[config.mk]
export PLATFORM = sky130hd
export DESIGN_NAME = windowed_majority_input_qualifier_top
export DESIGN_NICKNAME = d
export VERILOG_FILES = /design/src/sv/wmiq_pkg.sv /design/src/sv/windowed_majority_input_qualifier_top.sv /design/src/sv/wmiq_lane.sv /design/src/sv/wmiq_merge.sv
export SDC_FILE = /design/constraint.sdc
export NUM_CORES = 1
export LEC_CHECK = 0
export BUFFER_PORTS_ARGS = -buffer_cell sky130_fd_sc_hd__buf_2
export CELL_PAD_IN_SITES_DETAIL_PLACEMENT = 1
export CELL_PAD_IN_SITES_GLOBAL_PLACEMENT = 1
export CORE_ASPECT_RATIO = 1.2
export CORE_MARGIN = 2
export CORE_UTILIZATION = 29
export DETAILED_ROUTE_END_ITERATION = 6
export GPL_TIMING_DRIVEN = 0
export PLACE_DENSITY = 0.51
export SYNTH_ARGS = -nofsm -noshare
export SYNTH_HDL_FRONTEND = slang
export SYNTH_SLANG_ARGS = --single-unit
[constraint.sdc]
create_clock -name clock -period 9.6 [get_ports clock]
set_clock_uncertainty 0.1 [all_clocks]
set_input_delay 1.44 -clock clock [delete_from_list [all_inputs] [get_ports clock]]
set_output_delay 1.44 -clock clock [all_outputs]
set_load 0.05 [all_outputs]
[src/sv/wmiq_pkg.sv]
`timescale 1ns / 1ps

package wmiq_pkg;

   localparam int COUNT_BITS  = 7;
   localparam int CFG_BITS    = 7;
   localparam int CMP_BITS    = (COUNT_BITS > CFG_BITS) ? COUNT_BITS : CFG_BITS;
   localparam int NUM_PINS    = 16;
   localparam int NUM_BYTES   = 3;

   localparam logic [COUNT_BITS-1:0] COUNT_MAX = {COUNT_BITS{1'b1}};

   // Register indexes of the configuration port.
   localparam logic [1:0] REG_WINDOW_LENGTH  = 2'd0;
   localparam logic [1:0] REG_ON_THRESHOLD   = 2'd1;
   localparam logic [1:0] REG_HALF_THRESHOLD = 2'd2;

   localparam logic [CFG_BITS-1:0] WINDOW_LENGTH_RESET  = CFG_BITS'(100);
   localparam logic [CFG_BITS-1:0] ON_THRESHOLD_RESET   = CFG_BITS'(60);
   localparam logic [CFG_BITS-1:0] HALF_THRESHOLD_RESET = CFG_BITS'(30);

   // Valve levels.
   localparam logic [1:0] LEVEL_OFF  = 2'd0;
   localparam logic [1:0] LEVEL_HALF = 2'd1;
   localparam logic [1:0] LEVEL_ON   = 2'd2;

   typedef struct packed {
      logic on;
      logic above_half;
   } lane_flags_type;

   typedef enum logic [1:0] {
      SLOT_0 = 2'd0,
      SLOT_1 = 2'd1,
      SLOT_2 = 2'd2
   } frame_slot_type;

endpackage

[src/sv/windowed_majority_input_qualifier_top.sv]
`timescale 1ns / 1ps

// Windowed majority qualifier for sixteen input pins (A2-A7, B0-B5, C0-C3).
// Each accepted word is one sample of the three ports; sixteen counter
// lanes update in parallel, so a sample can be taken every cycle. The
// sample closing a window of window_length samples (zero acts as one)
// loads a three-byte status frame into the frame register, which sends
// one byte per cycle while rsp_stall is low. The closing sample stalls
// only while the previous frame is still draining, so without response
// stalls windows of three or more take one sample per cycle; shorter
// windows stall at each closing sample. Counters restart at once for the
// next window. Reset clears counters and frame state, sets configuration
// defaults; write the configuration registers only while the block is idle.
module windowed_majority_input_qualifier_top (
   input  logic                          clock,
   input  logic                          reset,
   input  logic                          req_valid,
   output logic                          req_stall,
   input  logic [7:0]                    req_port_a_sample,
   input  logic [7:0]                    req_port_b_sample,
   input  logic [7:0]                    req_port_c_sample,
   output logic                          rsp_valid,
   input  logic                          rsp_stall,
   output logic [7:0]                    rsp_frame_byte,
   output logic                          rsp_last_byte,
   input  logic                          csr_valid,
   output logic                          csr_ready,
   input  logic [1:0]                    csr_index,
   input  logic [wmiq_pkg::CFG_BITS-1:0] csr_data
);
   import wmiq_pkg::*;

   logic [CFG_BITS-1:0] window_length_ff;
   logic [CFG_BITS-1:0] on_threshold_ff;
   logic [CFG_BITS-1:0] half_threshold_ff;
   logic [CFG_BITS-1:0] samples_ff;
   logic [CFG_BITS-1:0] samples_in;
   logic [CFG_BITS-1:0] limit;
   logic                closes;
   logic                accept;
   logic                busy;
   logic [NUM_PINS-1:0] pin_bits;
   lane_flags_type [NUM_PINS-1:0] flags;

   assign csr_ready = 1'b1;

   always_ff @(posedge clock) begin
      if (reset) begin
         window_length_ff  <= WINDOW_LENGTH_RESET;
         on_threshold_ff   <= ON_THRESHOLD_RESET;
         half_threshold_ff <= HALF_THRESHOLD_RESET;
      end else if (csr_valid) begin
         unique case (csr_index)
            REG_WINDOW_LENGTH:  window_length_ff  <= csr_data;
            REG_ON_THRESHOLD:   on_threshold_ff   <= csr_data;
            REG_HALF_THRESHOLD: half_threshold_ff <= csr_data;
            default: ;
         endcase
      end
   end

   // The window decision depends only on state, so the stall is known
   // before the next word arrives.
   always_comb begin
      samples_in = samples_ff + CFG_BITS'(1);
      limit      = (window_length_ff == '0) ? CFG_BITS'(1) : window_length_ff;
      closes     = samples_in >= limit;
   end

   assign req_stall = busy && closes;
   assign accept    = req_valid && !req_stall;

   always_ff @(posedge clock) begin
      if (reset) begin
         samples_ff <= '0;
      end else if (accept) begin
         samples_ff <= closes ? '0 : samples_in;
      end
   end

   assign pin_bits = {req_port_c_sample[3:0], req_port_b_sample[5:0],
                      req_port_a_sample[7:2]};

   for (genvar g = 0; g < NUM_PINS; g++) begin : g_lane
      wmiq_lane u_lane (
         .clock          (clock),
         .reset          (reset),
         .sample_bit     (pin_bits[g]),
         .advance        (accept),
         .clear          (closes),
         .on_threshold   (on_threshold_ff),
         .half_threshold (half_threshold_ff),
         .flags          (flags[g])
      );
   end

   wmiq_merge u_merge (
      .clock          (clock),
      .reset          (reset),
      .load           (accept && closes),
      .flags          (flags),
      .busy           (busy),
      .rsp_valid      (rsp_valid),
      .rsp_stall      (rsp_stall),
      .rsp_frame_byte (rsp_frame_byte),
      .rsp_last_byte  (rsp_last_byte)
   );

endmodule

[src/sv/wmiq_lane.sv]
`timescale 1ns / 1ps

module wmiq_lane (
   input  logic                             clock,
   input  logic                             reset,
   input  logic                             sample_bit,
   input  logic                             advance,
   input  logic                             clear,
   input  logic [wmiq_pkg::CFG_BITS-1:0]    on_threshold,
   input  logic [wmiq_pkg::CFG_BITS-1:0]    half_threshold,
   output wmiq_pkg::lane_flags_type         flags
);
   import wmiq_pkg::*;

   logic [COUNT_BITS-1:0] count_ff;
   logic [COUNT_BITS-1:0] count_in;

   // The count saturates instead of wrapping.
   always_comb begin
      if (sample_bit && (count_ff != COUNT_MAX)) begin
         count_in = count_ff + COUNT_BITS'(1);
      end else begin
         count_in = count_ff;
      end
      flags.on         = CMP_BITS'(count_in) > CMP_BITS'(on_threshold);
      flags.above_half = CMP_BITS'(count_in) > CMP_BITS'(half_threshold);
   end

   always_ff @(posedge clock) begin
      if (reset) begin
         count_ff <= '0;
      end else if (advance) begin
         count_ff <= clear ? '0 : count_in;
      end
   end

endmodule

[src/sv/wmiq_merge.sv]
`timescale 1ns / 1ps

module wmiq_merge (
   input  logic                                        clock,
   input  logic                                        reset,
   input  logic                                        load,
   input  wmiq_pkg::lane_flags_type [wmiq_pkg::NUM_PINS-1:0] flags,
   output logic                                        busy,
   output logic                                        rsp_valid,
   input  logic                                        rsp_stall,
   output logic [7:0]                                  rsp_frame_byte,
   output logic                                        rsp_last_byte
);
   import wmiq_pkg::*;

   logic [7:0]     frame_ff [NUM_BYTES];
   logic [7:0]     frame_in [NUM_BYTES];
   logic           frame_valid_ff;
   logic           frame_valid_in;
   frame_slot_type slot_ff;
   frame_slot_type slot_in;
   logic           taken;
   logic [1:0]     level_c2;
   logic [1:0]     level_c3;

   function automatic logic [1:0] valve_level(lane_flags_type f);
      if (f.on) begin
         return LEVEL_ON;
      end else if (f.above_half) begin
         return LEVEL_HALF;
      end
      return LEVEL_OFF;
   endfunction

   always_comb begin
      level_c2 = valve_level(flags[14]);
      level_c3 = valve_level(flags[15]);
      frame_in[0] = {SLOT_0, flags[5].on, flags[4].on, flags[3].on,
                     flags[2].on, flags[1].on, flags[0].on};
      // Port B pins go out in the order the receiving side expects.
      frame_in[1] = {SLOT_1, flags[6].on, flags[9].on, flags[8].on,
                     flags[7].on, flags[10].on, flags[11].on};
      frame_in[2] = {SLOT_2, level_c3, level_c2, flags[13].on, flags[12].on};
   end

   assign taken = frame_valid_ff && !rsp_stall;

   always_comb begin
      slot_in        = slot_ff;
      frame_valid_in = frame_valid_ff;
      rsp_frame_byte = frame_ff[0];
      rsp_last_byte  = 1'b0;
      unique case (slot_ff)
         SLOT_0: begin
            rsp_frame_byte = frame_ff[0];
            if (taken) slot_in = SLOT_1;
         end
         SLOT_1: begin
            rsp_frame_byte = frame_ff[1];
            if (taken) slot_in = SLOT_2;
         end
         SLOT_2: begin
            rsp_frame_byte = frame_ff[2];
            rsp_last_byte  = 1'b1;
            if (taken) begin
               slot_in        = SLOT_0;
               frame_valid_in = 1'b0;
            end
         end
         default: begin
            slot_in = SLOT_0;
         end
      endcase
      if (load) begin
         frame_valid_in = 1'b1;
      end
   end

   always_ff @(posedge clock) begin
      if (reset) begin
         slot_ff        <= SLOT_0;
         frame_valid_ff <= 1'b0;
      end else begin
         slot_ff        <= slot_in;
         frame_valid_ff <= frame_valid_in;
      end
   end

   always_ff @(posedge clock) begin
      if (load) begin
         for (int i = 0; i < NUM_BYTES; i++) begin
            frame_ff[i] <= frame_in[i];
         end
      end
   end

   // The frame register frees up at the edge that takes the last word, so a
   // new frame can load at that same edge.
   assign busy      = frame_valid_ff && !(taken && (slot_ff == SLOT_2));
   assign rsp_valid = frame_valid_ff;

endmodule

# Yosys cells after proc, flatten, opt, wreduce, memory -nomap -nowiden
# Memories as Yosys holds them, arrays and structs flattened.
# Index checks and enable logic that the tools add are counted.
[word_totals]
output_inout_bits = 12
elab_cells = 172
regBits = 143
input_bits = 38
mem_bits_rw = 24
memories = 1
[op_classes]
n_eq_ne = 23
magnitude_cmp = 19
addsub = 17
n_mux = 55
n_reduce_logical = 35
[memory_table]
columns = ["name", "depth", "width", "read_ports", "rd_ports_with_merged_regs", "wr", "line", "rtl"]
rows = [
  ["u_merge.frame_ff", 3, 8, 3, 0, 3, "wmiq_merge.sv:16", "logic [7:0] frame_ff [NUM_BYTES];"],
]
[op_table]
columns = ["op", "n"]
rows = [
  ["two-way mux 7 bit", 34],
  ["greater-than comparator 7 bit", 18],
  ["adder 7 x 1 -> 7 bit, second input constant", 17],
  ["inequality test 7 bit, second input constant", 16],
  ["logical AND 1 bit", 22],
  ["two-way mux 2 bit", 9],
  ["case mux 8 bit (2 select lines)", 1],
  ["two-way mux 1 bit", 10],
  ["AND reduction 2 bit", 4],
  [">= comparator 7 bit", 1],
  ["logical NOT 7 bit", 1],
  ["inequality test 2 x 1 -> 1 bit, second input constant", 3],
  ["case mux 2 bit (3 select lines)", 1],
  ["equality test 2 x 1 -> 1 bit, second input constant", 2],
  ["equality test 2 bit, second input constant", 2],
  ["logical NOT 2 bit", 2],
  ["nonzero test 2 bit", 2],
  ["logical NOT 1 bit", 3],
  ["AND reduction 3 bit", 1],
]

# Depth between registers and ports, before layout
# Gate-level depths: netlist of the first run.
[depth]
depth_word = 11
mapped_depth = 12
depth_no_buf = 11

# Modules after synthesis
# From an unflattened synthesis of the first run, not the netlist that was laid out.
[hier_totals]
cells_unflattened = 1922
hier_area_um2 = 15925.3
[by_module_without_submodules]
columns = ["module", "cells_each", "seq_area_each_um2", "area_each_um2", "instances"]
rows = [
  ["wmiq_lane (g_lane[0].u_lane ...)", 108, 140.1, 827.0, 8],
  ["wmiq_lane (g_lane[15].u_lane ...)", 105, 140.1, 883.3, 7],
  ["windowed_majority_input_qualifier_top", 156, 560.5, 1415.1, 1],
  ["wmiq_merge", 64, 600.6, 885.8, 1],
  ["wmiq_lane (g_lane[14].u_lane)", 103, 140.1, 824.5, 1],
]

# Least setup slack after synthesis of the first run
# OpenSTA, ideal clock, no wires.
[synth_path]
path_type = "reg2out"
from = "reg samples_ff[0]"
to = "out req_stall"
stages_incl_launch_ff = 9
arrival_time_ps = 2334
path_buffers = 0
slack_ps = 5726
t_required_ps = 8060
path_cell_list = "dfxtp_1 > ha_1 > nand3_1 > nor2_1 > xor2_1 > ha_1 > and4_1 > a21oi_1 > nor2_1"
[synth_via]
elab_chain_len = 3
[synth_rtl]
columns = ["item", "line", "rtl"]
rows = [
  ["from (decl)", "windowed_majority_input_qualifier_top.sv:36", "logic [CFG_BITS-1:0] samples_ff;"],
  ["from (signal assigned)", "windowed_majority_input_qualifier_top.sv:77", "samples_ff <= closes ? '0 : samples_in;"],
  ["adder 7 x 1 -> 7 bit", "windowed_majority_input_qualifier_top.sv:65", "samples_in = samples_ff + CFG_BITS'(1);"],
  [">= comparator 7 bit", "windowed_majority_input_qualifier_top.sv:67", "closes = samples_in >= limit;"],
  ["logical AND 1 bit", "windowed_majority_input_qualifier_top.sv:70", "assign req_stall = busy && closes;"],
  ["to (decl)", "windowed_majority_input_qualifier_top.sv:18", "output logic req_stall,"],
]
# No other way between the ends.

# Worst setup path in the final report of the first run
# Ends and elaborated chain as after synthesis.

==> flow_summary.json, run 1 <==
{
  "pwr-share-comb": 0.118,
  "regArea_mm2": 0.00340,
  "ios": 50,
  "rsz0062_at_grt": "no",
  "grt_pass1_vias": 10500,
  "dieArea_mm2": 0.0415,
  "path_clk_slew_ns": 0.07,
  "crit_buf_inv": 1,
  "pwr-share-seq": 0.459,
  "tightestPinTransition_ns": 1.32,
  "p_clk_frac": 0.423,
  "hp-start": "on_threshold_ff[1]",
  "grt_max_degree": 18,
  "vias": 10300,
  "hold_violations": 0,
  "post_cts_resized": 0,
  "initial_core_util": 0.293,
  "place_hpwl_um": 28500,
  "crit_fanout": 4,
  "clk_latency_ns": 0.45,
  "fin_crit_sh": 0.504,
  "synth_nets": 1521,
  "cpPeakStageDelay_ns": 0.49,
  "synth_edf_count": 18,
  "ys_seq_elements": 161,
  "multi_input_area_mm2": 0.00774,
  "min_path_cells": 2,
  "htree_levels": 4,
  "num_rows": 80,
  "rrSetupSlack_ns": 5.55,
  "antenna_found_initial": 0,
  "r2r_cells": 11,
  "grt_pass1_wl_um": 61200,
  "area_growth_pct": 12.2,
  "fillers": 4647,
  "p_int_mw": 1.09,
  "critPathKind": "reg2out",
  "async_flop_share": 0,
  "syn-instance-count": 1329,
  "p_leak_nw": 6.06,
  "cts_tree": "yes",
  "start_kind": "flop",
  "startpoint": "samples_ff[0]",
  "postCtsSetupBuffers": 0,
  "power-per-cell-area_mw_per_mm2": 118,
  "dr.pass1.iters": 4,
  "via_per_inst": 5.35,
  "drt_iter0_drc": 363,
  "worstPathArrival_ns": 3.30,
  "die_w_um": 186,
  "min_path_type": "reg2reg",
  "floorplan.die.height_um": 223,
  "finalSetupTns_ns": 0,
  "ctsRootBufferMaster": "clkbuf_16",
  "cp-end-kind": "output pin",
  "cp_top_family": "simple AND/OR/NAND/NOR gates",
  "dpl.cell_count": 1903,
  "post_synth_num_cell_types": 57,
  "port_buffers": 40,
  "instances_no_fill": 1935,
  "n_antenna_cell": 0,
  "p_switching_mw": 0.441,
  "routedWlPerCell_um": 20.5,
  "reg2reg_from": "samples_ff[0]",
  "core-area_mm2": 0.0395,
  "fmax_mhz": 207,
  "timing.max_cap.violations": 0,
  "overflow": 0,
  "wl_um": 39600,
  "setup_viol": 0,
  "slowest_stage": "dfxtp_1",
  "period_minus_slack_ns": 4.84,
  "layout-drive-gt1-share": 0.0884,
  "drc": 0,
  "gp_congestion": 0.791,
  "drtAntennaViolNets": 0,
  "final_nets": 1581,
  "peakVddDrop_v": 0.000117,
  "cts_buffers": 17,
  "cts_buffer_depth": 2,
  "swShare": 0.288,
  "syn_area_per_cell_um2": 8.70,
  "postCtsHoldBufs": 0,
  "worstPathRequired_ns": 8.06,
  "r2r_end": "samples_ff[0]",
  "whs_endpoint": "on_threshold_ff[1]",
  "relSlewSlack": 0.121,
  "cts.sinks": 161,
  "yosys_warnings": 0,
  "status": "finished, final reports clean",
  "ys_seq_area_frac": 0.294,
  "maxSlewViolCount": 0,
  "grt_usage": 0.193,
  "worstPathCellList": "ha_1 -> nand3_1 -> nor2_1 -> xor2_1 -> ha_1 -> and4_1 -> a211o_1 -> a21oi_1 -> nor2_1 -> buf_2",
  "netlist_area_mm2": 0.0116,
  "synth_ff_type": "dfxtp_1"
}
tightest hold or removal path: cells and delay by family, from the launching register on:
family	cells	cell delay, ns
multiplexers	1	0.07
AND/OR/NAND/NOR	1	0.07
flip-flops	1	0.33
cell usage in the layout, fill, tap and decap left out, drive strengths merged, types with 5 or more instances in the layout:
master / count
a211o: 60
a21boi: 7
a21o: 33
a21oi: 80
a221o: 9
a22o: 9
a22oi: 7
a31o: 12
and2: 12
and3: 66
and4: 5
buf: 63
clkbuf: 53
dfxtp: 143
edfxtp: 18
ha: 154
inv: 51
mux2i: 8
nand2: 89
nand2b: 14
nand3: 66
nand3b: 11
nand4: 49
nor2: 34
nor2b: 25
nor3: 72
nor3b: 37
o21a: 21
o21ai: 60
o21bai: 11
o22a: 16
or3: 5
xnor2: 37
xor2: 23
flip-flops by register name (all words and copies together), names as in the netlist:
register / flops
on_threshold_ff: 7
u_merge.frame_ff: 18
samples_ff: 7
half_threshold_ff: 7
u_merge.slot_ff: 2
window_length_ff: 7
g_lane.u_lane.count_ff: 112
u_merge.rsp_valid: 1
metrics by stage:
stage                     hold slack (ns)   util  power (mW)  setup WS, ns  cell area (um^2)
after floorplan                     0.361      -       0.826          5.73             11600
after global placement              0.378  0.314       0.898          5.22             12400
after detailed placement            0.398  0.315       0.902          5.19             12500
after CTS                           0.412  0.328        1.56          4.69             13000
after global routing                0.434  0.328        1.60          4.50             13000
final                               0.407  0.328        1.53          4.76             13000
final cells by class:
class / instances / area share
multi-input cells: 1067 / 0.596
flip-flops and latches: 161 / 0.262
well taps: 533 / 0.0514
clock buffers: 23 / 0.0361
plain buffers: 52 / 0.0190
repair buffers: 41 / 0.0166
inverters: 49 / 0.0142
clock inverters: 9 / 0.00453
routing by layer:
layer  track usage  share of wire  vias to the layer above
met2         0.352           0.50                      122
met1         0.234           0.45                     5062
met5             0              0                        -
met4        0.0596          0.021                        0
met3        0.0264          0.022                       42
li1              -              -                     5118
synthesized netlist by cell type, drive strengths merged (5+ instances only):
cell type  instances  area (um^2)
a211o             60          526
a21boi             7         52.6
a21o              33          248
a21oi             80          404
a221o              9         90.1
a22o               9         78.8
a22oi              7         52.6
a31o              12          105
and2              12         75.1
and3              66          413
and4               5         43.8
buf               22          134
clkbuf            30          113
dfxtp            143         2860
edfxtp            18          541
ha               154         1930
inv               49          184
mux2i              8         80.1
nand2             89          334
nand2b            14         87.6
nand3             66          330
nand3b            11         82.6
nand4             49          307
nor2              34          128
nor2b             25          156
nor3              72          365
nor3b             37          328
o21a              21          158
o21ai             60          300
o21bai            11         82.6
o22a              16          140
or3                5         31.3
xnor2             37          324
xor2              23          201
worst max-delay path by stage:
stage                      endpoint  slack [ns]  depth (start not counted)
after floorplan           req_stall        5.73                          8
after global placement    req_stall        5.22                         10
after detailed placement  req_stall        5.19                         10
after CTS                 req_stall        4.69                         10
after global routing      req_stall        4.50                         10
final                     req_stall        4.76                         10
cell families (layout without fill, tap and decap cells):
kind of cell    count (synthesis)  count (layout)  share of synthesized area
simple gates                  491             491                      0.235
compound gates                349             349                      0.210
flops                         161             161                      0.294
fa+ha+maj                     154             154                      0.167
buf+inv                       101             174                     0.0372
xor+xnor                       60              60                     0.0454
mux                            12              12                     0.0108
other cells                     1               1                   0.000324
power by group through the flow:
stage	combinational, mW	clock [mW]	sequential, mW
after floorplan	0.113	0	0.713
after global placement	0.181	0	0.718
after detailed placement	0.185	0	0.718
after CTS	0.185	0.673	0.702
after global routing	0.202	0.693	0.704
final	0.181	0.648	0.702
No activity file was read; power rests on OpenSTA's default activity.
==> inputs of run 2 (changes only) <==
--- a/config.mk
+++ b/config.mk
@@ -5,6 +5,7 @@
 export SDC_FILE = /design/constraint.sdc
 export NUM_CORES = 1
 export LEC_CHECK = 0
+export ABC_AREA = 1
 export BUFFER_PORTS_ARGS = -buffer_cell sky130_fd_sc_hd__buf_2
 export CELL_PAD_IN_SITES_DETAIL_PLACEMENT = 1
 export CELL_PAD_IN_SITES_GLOBAL_PLACEMENT = 1
@@ -13,7 +14,7 @@
 export CORE_UTILIZATION = 29
 export DETAILED_ROUTE_END_ITERATION = 6
 export GPL_TIMING_DRIVEN = 0
-export PLACE_DENSITY = 0.51
+export PLACE_DENSITY = 0.56
 export SYNTH_ARGS = -nofsm -noshare
 export SYNTH_HDL_FRONTEND = slang
 export SYNTH_SLANG_ARGS = --single-unit
==> constraint.sdc (replaced) <==
create_clock -name clock -period 4.32 [get_ports clock]
set_clock_uncertainty 0.1 [all_clocks]
set_input_delay 0.648 -clock clock [delete_from_list [all_inputs] [get_ports clock]]
set_output_delay 0.648 -clock clock [all_outputs]
set_load 0.05 [all_outputs]
==> flow_summary.json, run 2 <==
{
  "cts_tree": "yes",
  "multi_input_area_mm2": 0.00768,
  "setup_viol": 0,
  "worstPathRequired_ns": 3.57,
  "dieArea_mm2": 0.0442,
  "min_path_type": "in2reg",
  "syn_area_per_cell_um2": 6.61,
  "status": "finished, final reports clean",
  "htree_levels": 4,
  "final_nets": 2112,
  "ctsRootBufferMaster": "clkbuf_16",
  "regMostFlops": "g_lane.u_lane.count_ff",
  "swShare": 0.328,
  "peakVddDrop_v": 0.000292,
  "post_synth_num_cell_types": 41,
  "grt_pass1_vias": 12300,
  "port_buffers": 38,
  "cts_buffer_depth": 2,
  "timing.max_cap.violations": 0,
  "grt_max_degree": 19,
  "routedWlPerCell_um": 16.0,
  "postCtsSetupBuffers": 0,
  "cts_buffers": 17,
  "r2r_end": "g_lane[1].u_lane.count_ff[6]",
  "start_kind": "flop",
  "drt_iter0_drc": 343,
  "p_switching_mw": 1.32,
  "fmax_mhz": 258,
  "top_regs": "g_lane.u_lane.count_ff: 112 flops, u_merge.frame_ff: 18 flops",
  "pwr-share-seq": 0.409,
  "yosysMostFrequentCell": "nand2_1",
  "synth_edf_count": 18,
  "reg2reg_from": "samples_ff[0]",
  "hold_violations": 0,
  "area_growth_pct": 11.9,
  "fillers": 5409,
  "postCtsHoldBufs": 0,
  "p_clk_frac": 0.403,
  "final_area_mm2": 0.0138,
  "n_antenna_cell": 0,
  "whs_endpoint": "half_threshold_ff[2]",
  "synth_top_cell_area_share": 0.232,
  "drtAntennaViolNets": 0,
  "die_w_um": 192,
  "crit_fanout": 18,
  "synth_nets": 2056,
  "post_cts_resized": 0,
  "async_flop_share": 0,
  "tightestPinTransition_ns": 1.20,
  "worstPathArrival_ns": 3.13,
  "drc": 0,
  "post-route-util": 0.329,
  "fin_crit_sh": 0.898,
  "clk_latency_ns": 0.47,
  "rsz0062_at_grt": "no",
  "rrSetupSlack_ns": 1.11,
  "regArea_mm2": 0.00340,
  "num_rows": 82,
  "mostFrequentLayoutCells": "633 x nand2_1, 243 x inv_1, 189 x a21oi_1",
  "antenna_found_initial": 0,
  "yosys.area.top_type": "dfxtp_1",
  "p_leak_nw": 6.39,
  "dr.pass1.iters": 4,
  "ys_top_cells_by_area": "dfxtp_1 23%, nand2_1 19%, ha_1 16%",
  "hp-start": "csr_data[2]",
  "cp-end-kind": "output pin",
  "power-per-cell-area_mw_per_mm2": 290,
  "place_hpwl_um": 29400,
  "ios": 50,
  "ys_seq_elements": 161,
  "syn-instance-count": 1864,
  "vias": 11800,
  "cts.sinks": 161,
  "synth_common_cells": "633 x nand2_1, 243 x inv_1, 189 x a21oi_1",
  "period_minus_slack_ns": 3.88,
  "initial_core_util": 0.294,
  "relSlewSlack": 0.201,
  "finalSetupTns_ns": 0,
  "layout_commonest_cell": "nand2_1",
  "pwr-share-comb": 0.188,
  "grt_pass1_wl_um": 64800,
  "critPathKind": "reg2out",
  "floorplan.die.height_um": 230,
  "wl_um": 39600,
  "p_int_mw": 2.69,
  "yosys_warnings": 0,
  "gp_congestion": 0.779,
  "path_clk_slew_ns": 0.08,
  "place_area_mm2": 0.0132,
  "overflow": 0,
  "maxSlewViolCount": 0,
  "dpl.cell_count": 2448,
  "synth_ff_type": "dfxtp_1",
  "largest_reg_flops": 112,
  "instances_no_fill": 2479,
  "core-area_mm2": 0.0419,
  "via_per_inst": 4.76,
  "r2r_cells": 14,
  "whs_ns": 0.344,
  "min_path_cells": 3,
  "grt_usage": 0.187,
  "ys_seq_area_frac": 0.276,
  "netlist_area_mm2": 0.0123,
  "layout-drive-gt1-share": 0.0786
}
[run 2: critical path, cell delays in order (launching register included)]
cell	delay, ns
dfxtp_1	0.39
ha_1	0.20
nand2_1	0.08
nor2_1	0.16
nand3_1	0.11
xnor2_1	0.27
ha_1	0.31
nand2_2	0.10
inv_2	0.04
a21oi_2	0.13
nand3_2	0.16
nand2_4	0.37
inv_1	0.08
buf_2	0.22
[run 2: kinds of logic after synthesis]
group	after synthesis	share of synthesized area
xor gates and xnor gates	53	0.0377
other	1	0.000304
buffers and inverters	297	0.101
adders and majority gates	154	0.156
AOI/OAI and AO/OA	310	0.141
and+or+nand+nor	888	0.288
DFF	161	0.276
[run 2: worst max-delay path by stage]
stage | start | endpoint | slack [ns] | cells past startpoint
after floorplan | samples_ff[0] | req_stall | 1.36 | 13
after global placement | samples_ff[0] | req_stall | 0.65 | 14
after detailed placement | samples_ff[0] | req_stall | 0.60 | 14
after CTS | samples_ff[0] | req_stall | 0.08 | 14
after global routing | samples_ff[0] | req_stall | 0.18 | 13
final | samples_ff[0] | req_stall | 0.44 | 13
[run 2: layer usage]
layer / share of wire / vias up / GRT usage / wire length (um)
met5: 0 / - / 0 / 0
met4: 0.017 / 0 / 0.0530 / 689
met3: 0.023 / 31 / 0.0276 / 911
met2: 0.52 / 79 / 0.349 / 20500
met1: 0.44 / 5601 / 0.219 / 17500
li1: - / 6079 / - / -
[run 2: final cells by class]
type	count	area share
Buffer	45	0.0213
Clock buffer	19	0.0321
Clock inverter	13	0.0112
Inverter	251	0.0683
Multi-Input combinational cell	1406	0.557
Sequential cell	161	0.247
Tap cell	546	0.0495
Timing Repair Buffer	38	0.0138
[run 2: power groups by stage]
| stage | sequential (mW) | combinational (mW) | clock (mW) |
|---|---|---|---|
| 3_3_place_gp | 1.67 | 0.739 | 0 |
| 3_5_place_dp | 1.67 | 0.768 | 0 |
| 5_1_grt | 1.65 | 0.877 | 1.71 |
| 6_report | 1.64 | 0.755 | 1.61 |
| 4_1_cts | 1.64 | 0.771 | 1.66 |
| 2_1_floorplan | 1.65 | 0.533 | 0 |
[run 2: through the flow]
stage | power (mW) | worst slack, ns
detailed placement | 2.44 | 0.601
global placement | 2.41 | 0.646
floorplan | 2.18 | 1.36
finish | 4.01 | 0.440
CTS | 4.07 | 0.0815
global route | 4.23 | 0.177
